--- src/design/fq8_pkg.sv ---
// ----------------------------------------------------------------------------
// fq8_pkg
// Shared types and helpers for the single-precision to int8 quantizer.
// ----------------------------------------------------------------------------
package fq8_pkg;

    localparam int unsigned FP_W    = 32;
    localparam int unsigned MANT_W  = 24;
    localparam int unsigned EXP_W   = 8;
    localparam int unsigned LZ_W    = 5;
    localparam int unsigned PROD_W  = 2 * MANT_W;
    localparam int unsigned XEXP_W  = 11;
    localparam int unsigned Q_W     = 8;

    localparam logic [FP_W-1:0] SCALE_RESET = 32'h3F80_0000;
    localparam logic [EXP_W-1:0] EXP_MAX    = 8'hFF;
    // Both operands carry a bias of 127 plus 23 fraction bits.
    localparam logic [XEXP_W-1:0] EXP_OFFSET = 11'd300;
    localparam logic signed [Q_W-1:0] Q_POS_SAT = 8'sd127;
    localparam logic signed [Q_W-1:0] Q_NEG_SAT = -8'sd127;
    localparam logic signed [Q_W-1:0] Q_FORBIDDEN = -8'sd128;

    // Class of a product on its way down the pipeline.
    typedef enum logic [1:0] {
        KIND_NUM,
        KIND_ZERO,
        KIND_BIG
    } kind_t;

    // One unpacked operand.
    typedef struct packed {
        logic              sign;
        logic [EXP_W-1:0]  exp_eff;
        logic [MANT_W-1:0] mant;
        logic [LZ_W-1:0]   lz;
        logic              is_nan;
        logic              is_inf;
        logic              is_zero;
    } opnd_t;

    // Sideband that travels with every item.
    typedef struct packed {
        logic  sign;
        kind_t kind;
        logic  last;
    } side_t;

    // Leading zeros of a significand; an all-zero word gives MANT_W.
    function automatic logic [LZ_W-1:0] lead_zeros(input logic [MANT_W-1:0] m);
        logic [LZ_W-1:0] cnt;
        cnt = LZ_W'(MANT_W);
        for (int i = 0; i < MANT_W; i++) begin
            if (m[i])
            begin
                cnt = LZ_W'(MANT_W - 1 - i);
            end
        end
        return cnt;
    endfunction

endpackage

--- src/design/fq8_if.sv ---
// ----------------------------------------------------------------------------
// fq8 channel interfaces
// Valid/ready channels for input values and quantized results.
// ----------------------------------------------------------------------------
interface fq8_in_if;
    logic        valid;
    logic        ready;
    logic [31:0] value_bits;
    logic        last_element;

    modport source (output valid, output value_bits, output last_element, input ready);
    modport sink   (input valid, input value_bits, input last_element, output ready);
endinterface

interface fq8_out_if;
    logic              valid;
    logic              ready;
    logic signed [7:0] quantized;
    logic              last_out;

    modport source (output valid, output quantized, output last_out, input ready);
    modport sink   (input valid, input quantized, input last_out, output ready);
endinterface

--- src/design/fq8_unpack.sv ---
// ----------------------------------------------------------------------------
// fq8_unpack
// Split a single-precision pattern into sign, significand and exponent.
// ----------------------------------------------------------------------------
module fq8_unpack
    import fq8_pkg::*;
(
    input  logic [FP_W-1:0] bits,
    output opnd_t           op
);

    logic [EXP_W-1:0]    exp_f;
    logic [MANT_W-2:0]   frac_f;
    logic                exp_zero;
    logic                exp_ones;
    logic [MANT_W-1:0]   mant;

    assign exp_f    = bits[FP_W-2 -: EXP_W];
    assign frac_f   = bits[MANT_W-2:0];
    assign exp_zero = (exp_f == '0);
    assign exp_ones = (exp_f == EXP_MAX);
    // Subnormals get no hidden bit and the smallest normal exponent.
    assign mant     = {!exp_zero, frac_f};

    always_comb
    begin
        op.sign    = bits[FP_W-1];
        op.exp_eff = exp_zero ? EXP_W'(1) : exp_f;
        op.mant    = mant;
        op.lz      = lead_zeros(mant);
        op.is_nan  = exp_ones && (frac_f != '0);
        op.is_inf  = exp_ones && (frac_f == '0);
        op.is_zero = exp_zero && (frac_f == '0);
    end

endmodule

--- src/design/float_to_int8_quantizer_core.sv ---
// ----------------------------------------------------------------------------
// float_to_int8_quantizer_core
// The input transfer loads stage 1; the item then moves on through stages 2, 3
// and 4 into the output register, holding in place while the next stage is full.
// Throughput: one item per cycle when not stalled; five stages (unpack, normalize,
// multiply, round to single, convert to int8) each hold one item and collapse bubbles.
// Reset: rst_n clears all stage valid bits and loads scale with 1.0.
// Symmetric int8 quantization of single-precision values by a scale.
// ----------------------------------------------------------------------------
module float_to_int8_quantizer_core
    import fq8_pkg::*;
(
    input  logic              clk,
    input  logic              rst_n,
    input  logic              cfg_we,
    input  logic [FP_W-1:0]   cfg_wdata,
    fq8_in_if.sink            in_ch,
    fq8_out_if.source         out_ch
);

    // ------------------------------------------------------------------
    // Scale register; the user must write it only while the pipeline is empty; the block does not enforce this.
    // ------------------------------------------------------------------
    logic [FP_W-1:0] scale_bits_reg;

    always_ff @(posedge clk or negedge rst_n)
    begin
        if (!rst_n)
        begin
            scale_bits_reg <= SCALE_RESET;
        end
        else if (cfg_we)
        begin
            scale_bits_reg <= cfg_wdata;
        end
    end

    // ------------------------------------------------------------------
    // Stall chain: a stage loads when it is empty or its successor moves.
    // ------------------------------------------------------------------
    logic s1_vld_reg, s2_vld_reg, s3_vld_reg, s4_vld_reg, out_vld_reg;
    logic rdy1, rdy2, rdy3, rdy4, rdy5;

    assign rdy5 = !out_vld_reg || out_ch.ready;
    assign rdy4 = !s4_vld_reg  || rdy5;
    assign rdy3 = !s3_vld_reg  || rdy4;
    assign rdy2 = !s2_vld_reg  || rdy3;
    assign rdy1 = !s1_vld_reg  || rdy2;

    assign in_ch.ready = rdy1;

    always_ff @(posedge clk or negedge rst_n)
    begin
        if (!rst_n)
        begin
            s1_vld_reg  <= 1'b0;
            s2_vld_reg  <= 1'b0;
            s3_vld_reg  <= 1'b0;
            s4_vld_reg  <= 1'b0;
            out_vld_reg <= 1'b0;
        end
        else
        begin
            if (rdy1) s1_vld_reg  <= in_ch.valid;
            if (rdy2) s2_vld_reg  <= s1_vld_reg;
            if (rdy3) s3_vld_reg  <= s2_vld_reg;
            if (rdy4) s4_vld_reg  <= s3_vld_reg;
            if (rdy5) out_vld_reg <= s4_vld_reg;
        end
    end

    // ------------------------------------------------------------------
    // Stage 1: unpack both operands and classify the product.
    // ------------------------------------------------------------------
    opnd_t op_v, op_s;

    fq8_unpack u_unpack_value (.bits(in_ch.value_bits), .op(op_v));
    fq8_unpack u_unpack_scale (.bits(scale_bits_reg),   .op(op_s));

    side_t              s1_side_next;
    logic               prod_nan;

    side_t              s1_side_reg;
    logic [MANT_W-1:0]  s1_mv_reg, s1_ms_reg;
    logic [EXP_W-1:0]   s1_ev_reg, s1_es_reg;
    logic [LZ_W-1:0]    s1_lzv_reg, s1_lzs_reg;

    always_comb
    begin
        // Infinity times zero is invalid, like any NaN operand.
        prod_nan = op_v.is_nan || op_s.is_nan
                || (op_v.is_inf && op_s.is_zero) || (op_v.is_zero && op_s.is_inf);
        s1_side_next.sign = op_v.sign ^ op_s.sign;
        s1_side_next.last = in_ch.last_element;
        priority if (prod_nan || op_v.is_inf || op_s.is_inf)
            s1_side_next.kind = KIND_BIG;
        else if (op_v.is_zero || op_s.is_zero)
            s1_side_next.kind = KIND_ZERO;
        else
            s1_side_next.kind = KIND_NUM;
    end

    always_ff @(posedge clk)
    begin
        if (rdy1 && in_ch.valid)
        begin
            s1_side_reg <= s1_side_next;
            s1_mv_reg   <= op_v.mant;
            s1_ms_reg   <= op_s.mant;
            s1_ev_reg   <= op_v.exp_eff;
            s1_es_reg   <= op_s.exp_eff;
            s1_lzv_reg  <= op_v.lz;
            s1_lzs_reg  <= op_s.lz;
        end
    end

    // ------------------------------------------------------------------
    // Stage 2: normalize significands, form the product exponent.
    // Value = mant * 2^(exp_eff - 150); after the shift the leading one
    // sits at the top bit and the exponent drops by the shift.
    // ------------------------------------------------------------------
    logic [XEXP_W-1:0]  s2_ex_next;

    side_t              s2_side_reg;
    logic [MANT_W-1:0]  s2_nv_reg, s2_ns_reg;
    logic [XEXP_W-1:0]  s2_ex_reg;

    assign s2_ex_next = XEXP_W'(s1_ev_reg) - XEXP_W'(s1_lzv_reg)
                      + XEXP_W'(s1_es_reg) - XEXP_W'(s1_lzs_reg) - EXP_OFFSET;

    always_ff @(posedge clk)
    begin
        if (rdy2 && s1_vld_reg)
        begin
            s2_side_reg <= s1_side_reg;
            s2_nv_reg   <= s1_mv_reg << s1_lzv_reg;
            s2_ns_reg   <= s1_ms_reg << s1_lzs_reg;
            s2_ex_reg   <= s2_ex_next;
        end
    end

    // ------------------------------------------------------------------
    // Stage 3: exact significand product.
    // ------------------------------------------------------------------
    side_t              s3_side_reg;
    logic [PROD_W-1:0]  s3_prod_reg;
    logic [XEXP_W-1:0]  s3_ex_reg;

    always_ff @(posedge clk)
    begin
        if (rdy3 && s2_vld_reg)
        begin
            s3_side_reg <= s2_side_reg;
            s3_prod_reg <= s2_nv_reg * s2_ns_reg;
            s3_ex_reg   <= s2_ex_reg;
        end
    end

    // ------------------------------------------------------------------
    // Stage 4: round the product to 24 significant bits, nearest even.
    // Result is m * 2^pe with m in [2^23, 2^24). Results too small for a
    // normal single round differently, but stay far below one half.
    // ------------------------------------------------------------------
    logic [PROD_W-1:0]  p_norm;
    logic [XEXP_W-1:0]  e_norm;
    logic               rnd_up;
    logic [MANT_W:0]    m_sum;
    logic [MANT_W-1:0]  s4_m_next;
    logic [XEXP_W-1:0]  s4_pe_next;

    side_t                     s4_side_reg;
    logic [MANT_W-1:0]         s4_m_reg;
    logic signed [XEXP_W-1:0]  s4_pe_reg;

    always_comb
    begin
        if (s3_prod_reg[PROD_W-1])
        begin
            p_norm = s3_prod_reg;
            e_norm = s3_ex_reg;
        end
        else
        begin
            p_norm = s3_prod_reg << 1;
            e_norm = s3_ex_reg - XEXP_W'(1);
        end
        rnd_up = p_norm[MANT_W-1]
              && ((p_norm[MANT_W-2:0] != '0) || p_norm[MANT_W]);
        m_sum  = {1'b0, p_norm[PROD_W-1:MANT_W]} + (MANT_W+1)'(rnd_up);
        if (m_sum[MANT_W])
        begin
            // Carry out: renormalize to the smallest significand.
            s4_m_next  = {1'b1, {(MANT_W-1){1'b0}}};
            s4_pe_next = e_norm + XEXP_W'(MANT_W + 1);
        end
        else
        begin
            s4_m_next  = m_sum[MANT_W-1:0];
            s4_pe_next = e_norm + XEXP_W'(MANT_W);
        end
    end

    always_ff @(posedge clk)
    begin
        if (rdy4 && s3_vld_reg)
        begin
            s4_side_reg <= s3_side_reg;
            s4_m_reg    <= s4_m_next;
            s4_pe_reg   <= s4_pe_next;
        end
    end

    // ------------------------------------------------------------------
    // Stage 5: integer rounding and saturation into the output register.
    // |p| >= 2^31 (pe >= 8) is the integer-indefinite case: -127.
    // |p| >= 128  (pe >= -16) saturates by sign.
    // |p| < 0.5   (pe <= -25) is zero.
    // Otherwise shift right by 17..24 and round half to even.
    // ------------------------------------------------------------------
    logic [XEXP_W-1:0]     neg_pe;
    logic [LZ_W-1:0]       sh;
    logic [MANT_W-1:0]     int_part;
    logic [MANT_W-1:0]     low_mask;
    logic                  half_bit;
    logic                  sticky;
    logic [Q_W-1:0]        mag;
    logic [Q_W-1:0]        mag_sat;
    logic signed [Q_W-1:0] q_next;

    logic signed [Q_W-1:0] out_q_reg;
    logic                  out_last_reg;

    always_comb
    begin
        neg_pe   = -s4_pe_reg;
        sh       = neg_pe[LZ_W-1:0];
        int_part = s4_m_reg >> sh;
        low_mask = (MANT_W'(1) << (sh - LZ_W'(1))) - MANT_W'(1);
        half_bit = s4_m_reg[sh - LZ_W'(1)];
        sticky   = (s4_m_reg & low_mask) != '0;
        mag      = int_part[Q_W-1:0] + Q_W'(half_bit && (sticky || int_part[0]));
        mag_sat  = (mag > Q_W'(Q_POS_SAT)) ? Q_W'(Q_POS_SAT) : mag;

        unique case (s4_side_reg.kind)
            KIND_BIG:  q_next = Q_NEG_SAT;
            KIND_ZERO: q_next = '0;
            KIND_NUM:
            begin
                priority if (s4_pe_reg >= 11'sd8)
                    q_next = Q_NEG_SAT;
                else if (s4_pe_reg >= -11'sd16)
                    q_next = s4_side_reg.sign ? Q_NEG_SAT : Q_POS_SAT;
                else if (s4_pe_reg <= -11'sd25)
                    q_next = '0;
                else
                    q_next = s4_side_reg.sign ? -$signed(mag_sat) : $signed(mag_sat);
            end
            default:   q_next = '0;
        endcase
    end

    always_ff @(posedge clk)
    begin
        if (rdy5 && s4_vld_reg)
        begin
            out_q_reg    <= q_next;
            out_last_reg <= s4_side_reg.last;
        end
    end

    assign out_ch.valid     = out_vld_reg;
    assign out_ch.quantized = out_q_reg;
    assign out_ch.last_out  = out_last_reg;

    // ------------------------------------------------------------------
    // Checks
    // ------------------------------------------------------------------
    a_no_minus_128: assert property (@(posedge clk) disable iff (!rst_n)
        out_vld_reg |-> (out_q_reg != Q_FORBIDDEN))
        else $error("quantized result is -128");

    a_s4_hold: assert property (@(posedge clk) disable iff (!rst_n)
        (s4_vld_reg && !rdy4) |=> (s4_vld_reg && $stable(s4_m_reg) && $stable(s4_pe_reg)))
        else $error("stage 4 item lost or changed under stall");

    a_s2_hold: assert property (@(posedge clk) disable iff (!rst_n)
        (s2_vld_reg && !rdy2) |=> (s2_vld_reg && $stable(s2_nv_reg) && $stable(s2_ex_reg)))
        else $error("stage 2 item lost or changed under stall");

endmodule

--- src/flat_wrapper.sv ---
// flat-port wrapper written by rule: the top's interface ports become plain ports
module float_to_int8_quantizer_core_flat import fq8_pkg::*;
  (clk, rst_n, cfg_we, cfg_wdata, in_ch_valid, in_ch_value_bits, in_ch_last_element, in_ch_ready, out_ch_valid, out_ch_quantized, out_ch_last_out, out_ch_ready);
  fq8_in_if in_ch_i ();
  fq8_out_if out_ch_i ();
  input  logic clk;
  input  logic rst_n;
  input  logic cfg_we;
  input  logic [FP_W-1:0] cfg_wdata;
  input wire logic [$bits(in_ch_i.valid)-1:0] in_ch_valid;
  input wire logic [$bits(in_ch_i.value_bits)-1:0] in_ch_value_bits;
  input wire logic [$bits(in_ch_i.last_element)-1:0] in_ch_last_element;
  output wire logic [$bits(in_ch_i.ready)-1:0] in_ch_ready;
  output wire logic [$bits(out_ch_i.valid)-1:0] out_ch_valid;
  output wire logic [$bits(out_ch_i.quantized)-1:0] out_ch_quantized;
  output wire logic [$bits(out_ch_i.last_out)-1:0] out_ch_last_out;
  input wire logic [$bits(out_ch_i.ready)-1:0] out_ch_ready;
  assign in_ch_i.valid = in_ch_valid;
  assign in_ch_i.value_bits = in_ch_value_bits;
  assign in_ch_i.last_element = in_ch_last_element;
  assign in_ch_ready = in_ch_i.ready;
  assign out_ch_valid = out_ch_i.valid;
  assign out_ch_quantized = out_ch_i.quantized;
  assign out_ch_last_out = out_ch_i.last_out;
  assign out_ch_i.ready = out_ch_ready;
  float_to_int8_quantizer_core u_core (.clk(clk), .rst_n(rst_n), .cfg_we(cfg_we), .cfg_wdata(cfg_wdata), .in_ch(in_ch_i), .out_ch(out_ch_i));
endmodule
--- config.mk ---
export PLATFORM = sky130hd
export DESIGN_NAME = float_to_int8_quantizer_core_flat
export DESIGN_NICKNAME = d
export VERILOG_FILES = /design/src/design/fq8_pkg.sv /design/src/design/fq8_if.sv /design/src/design/fq8_unpack.sv /design/src/design/float_to_int8_quantizer_core.sv /design/src/flat_wrapper.sv
export SDC_FILE = /design/constraint.sdc
export NUM_CORES = 2
export LEC_CHECK = 0
export BUFFER_PORTS_ARGS = -buffer_cell sky130_fd_sc_hd__buf_2
export CAP_MARGIN = 20
export CORE_ASPECT_RATIO = 1.75
export CORE_MARGIN = 3
export CORE_UTILIZATION = 55
export DETAILED_ROUTE_END_ITERATION = 12
export HOLD_SLACK_MARGIN = 0.12
export PLACE_DENSITY_LB_ADDON = 0.3
export SYNTH_ARGS = -nofsm -noshare
export SYNTH_HDL_FRONTEND = slang
export SYNTH_SLANG_ARGS = --single-unit
--- constraint.sdc ---
create_clock -name clk -period 22.9 [get_ports clk]
set_input_delay 0 -clock clk [delete_from_list [all_inputs] [get_ports clk]]
set_output_delay 0 -clock clk [all_outputs]
set_load 0.02 [all_outputs]
==> results.rst <==
.. list-table::
   :header-rows: 1

   * - Metric
     - Value
   * - Outcome
     - completed
   * - Effective utilization at floorplan
     - 55.6%
   * - Overall Global Routing Usage
     - 28.1%
   * - Sequential cell area fraction in the yosys report
     - 24.1%
   * - Later-pin clock latency in the skew report
     - 0.59 ns
   * - Post-synth design cell area
     - 35200 um^2
   * - Top-area cell type share of the netlist area
     - 27.8%
   * - Maximum net fanout on the critical path
     - 24
   * - Hold Path End
     - u_core.s1_ev_reg[1]
   * - Synthesized instance count
     - 3561
   * - Global-route wire length before repair
     - 147000 um
   * - Resized Gates After CTS
     - 0
   * - Async set-or-reset flop fraction in the synthesized netlist
     - 12.8%
   * - Class of the tightest hold or removal check
     - input pin to flop
   * - Post-synthesis net count
     - 4332
   * - Die width
     - 197 um
   * - Primary FF master, synth
     - edfxtp_1
   * - Chip height
     - 341 um
   * - Count of buffers added by post-CTS timing repair for setup
     - 0
   * - Number of hold violations in the final report
     - 0
   * - Number of warnings printed during yosys synthesis
     - 0
   * - Transition at the pin with the smallest max-transition slack
     - 1.22 ns
   * - Number of flops mapped to enable cells by yosys
     - 252
   * - Data arrival time at the worst-slack endpoint
     - 9.24 ns
   * - Area of the die
     - 67200 um^2
   * - Synth Area per Inst
     - 9.89 um^2
   * - Antenna fix cells
     - 0
   * - Nets
     - 4405
   * - Main area contributors after synthesis
     - fa_1, edfxtp_1, ha_1
   * - TritonCTS Buffers
     - 27
   * - Number of max-cap violations
     - 0
   * - Area growth from synthesis to layout
     - 8.50%
   * - Reg-to-reg startpoint
     - u_core.s2_ns_reg[3]
   * - Category of the most critical setup path
     - flop to flop
   * - Final period utilization
     - 38.9%
   * - Setup Total Neg Slack
     - 0 ns
   * - Highest clock rate
     - 112 MHz
   * - Maximum root-to-sink buffer count
     - 3
   * - Hold Path Stages
     - 2
   * - Detailed Route Iter0 Violations
     - 1557
   * - Max-slew headroom at the worst pin
     - 18.8%
   * - CTS clock-pin slew for the worst setup and hold paths
     - 0.07 ns
   * - Via count of the first global-routing pass
     - 28200
   * - Most area-hungry cell type in the Yosys netlist
     - fa_1
   * - Sum of overflow across all layers after global routing
     - 0
   * - Number of max-slew violations in the final report
     - 0
   * - # port buffers
     - 80
   * - Via Count
     - 26200
   * - Terminus of the critical flop-to-flop path
     - u_core.s3_prod_reg[46]
   * - Number of core rows
     - 122
   * - TritonRoute pass-1 iters
     - 5
   * - Post-synth top cells
     - inv_1, nand2_1, fa_1, edfxtp_1, and2_1
   * - Clock skew
     - 0.0159 ns
   * - Required time at the worst-slack endpoint
     - 23.23 ns
   * - Antenna violations before repair
     - 0
   * - R2R cell count
     - 25
   * - Max FFs per register
     - 48
   * - Launching element of the worst setup path
     - u_core.s2_ns_reg[3]
   * - Clock sinks
     - 289
   * - Minimum period implied by the final worst setup slack
     - 8.92 ns
   * - Number of storage elements in the synthesis netlist
     - 289
   * - Share of layout cells above drive strength 1
     - 7.96%
   * - TritonCTS clock tree
     - done
   * - Residual antenna-violating net count after detailed routing
     - 0
   * - Number of I/O pins
     - 81
   * - RD Place Congestion
     - 0.989
   * - H-tree levels
     - 1
   * - Top-count cell post-synth
     - inv_1
   * - Clock tree root buffer cell
     - clkbuf_16
   * - Final Routed Wirelength
     - 92800 um
   * - Worst Min Path Start
     - in_ch_value_bits[24]
   * - Kind of launch point of the worst setup path
     - flop
   * - Avg WL per Cell
     - 20.8 um
   * - Residual DRC
     - 0
   * - Final setup viols
     - 0
   * - RSZ-0062 raised after global routing
     - no
   * - Via-per-instance ratio
     - 5.87
   * - Register-to-register setup slack
     - 13.98 ns
   * - Total half-perimeter wirelength after legalization and detailed placement
     - 70100 um
   * - Count of cell types in the netlist
     - 92
   * - Core footprint
     - 63300 um^2
   * - Endpoint type of the worst setup path
     - flop
   * - Largest net degree at the start of global routing
     - 65
## worst max path at each step
stage                        endpoint  cells after the start
6_report       u_core.s3_prod_reg[46]                     25
5_1_grt        u_core.s3_prod_reg[46]                     25
4_1_cts        u_core.s3_prod_reg[46]                     25
3_5_place_dp   u_core.s3_prod_reg[46]                     25
3_3_place_gp   u_core.s3_prod_reg[46]                     25
2_1_floorplan  u_core.s3_prod_reg[46]                     26
## layout by cell type, fill, tap and decap left out, types with 42 or more instances in the layout
master and n:
mux2i_1 74, nand3_1 42, ha_1 212, nor2_1 115, buf_4 44, inv_1 544
mux2_2 47, buf_2 80, edfxtp_1 252, xnor2_1 76, o21ai_0 78, fa_1 489
and2_1 214, xor2_1 54, nand2_1 523, a21oi_1 112, dlygate4sd3_1 110
## cells by family (layout without fill, tap and decap cells)
kind of cell / after synthesis / in the layout / share of synthesized area [%]
AOI/OAI and AO/OA: 429 / 429 / 8.09
xor gates and xnor gates: 133 / 133 / 3.37
adders and majority gates: 701 / 701 / 35.3
buffers and inverters: 740 / 833 / 8.01
DFF: 289 / 289 / 24.1
muxes: 156 / 156 / 5.84
and+or+nand+nor: 1113 / 1113 / 15.2
## layout make-up
| class | instances | area (um^2) |
|---|---|---|
| fillers | 5095 | 25100 |
| multi-input cells | 2532 | 23900 |
| flip-flops and latches | 289 | 8500 |
| inverters | 549 | 2060 |
| repair buffers | 235 | 1850 |
| well taps | 806 | 1010 |
| clock buffers | 34 | 743 |
| clock inverters | 15 | 144 |
## per-layer routing
layer  track usage (%)  share of wire (%)  vias to the layer above
met5                 0                  0                        -
met4              20.3                8.5                        0
met3              2.89                5.2                      386
met2              52.6                 54                      986
met1              28.7                 32                    13100
li1                  -                  -                    11800
## stage by stage
stage	area (um^2)	std cells	utilization, %	hold WS [ns]	worst slack [ns]
after CTS	38200	4460	60.3	0.126	14.07
after detailed placement	36200	4300	57.1	0.148	14.08
after global routing	38200	4460	60.3	0.165	13.64
final	38200	4460	60.3	0.174	13.98
after global placement	36200	4300	57.1	0.142	14.24
after floorplan	35200	3561	-	-0.296	15.33
## worst max-delay path, cell delays in order (launching register included)
cell	delay, ns
edfxtp_1	1.08
nand2_1	0.19
fa_1	0.58
inv_1	0.05
fa_1	0.46
fa_1	0.54
inv_1	0.06
fa_1	0.51
inv_1	0.06
fa_1	0.52
inv_1	0.05
fa_1	0.47
inv_1	0.05
fa_1	0.44
ha_1	0.37
a21o_1	0.22
a21o_1	0.21
a21oi_1	0.16
o21ai_0	0.12
or3_1	0.32
a21oi_1	0.41
o31ai_1	0.24
a22o_1	0.28
a221oi_1	0.50
nor4b_1	0.10
or4b_2	0.67
## repair_timing
action | 4_1_cts | 5_1_grt
endpoints found under the hold margin | 128 | 0
hold buffers | 111 | 0
setup endpoints to repair | 0 | 0
Power is not shown: default switching activity piles up to over one toggle a cycle in this logic, so the estimate is an artifact.
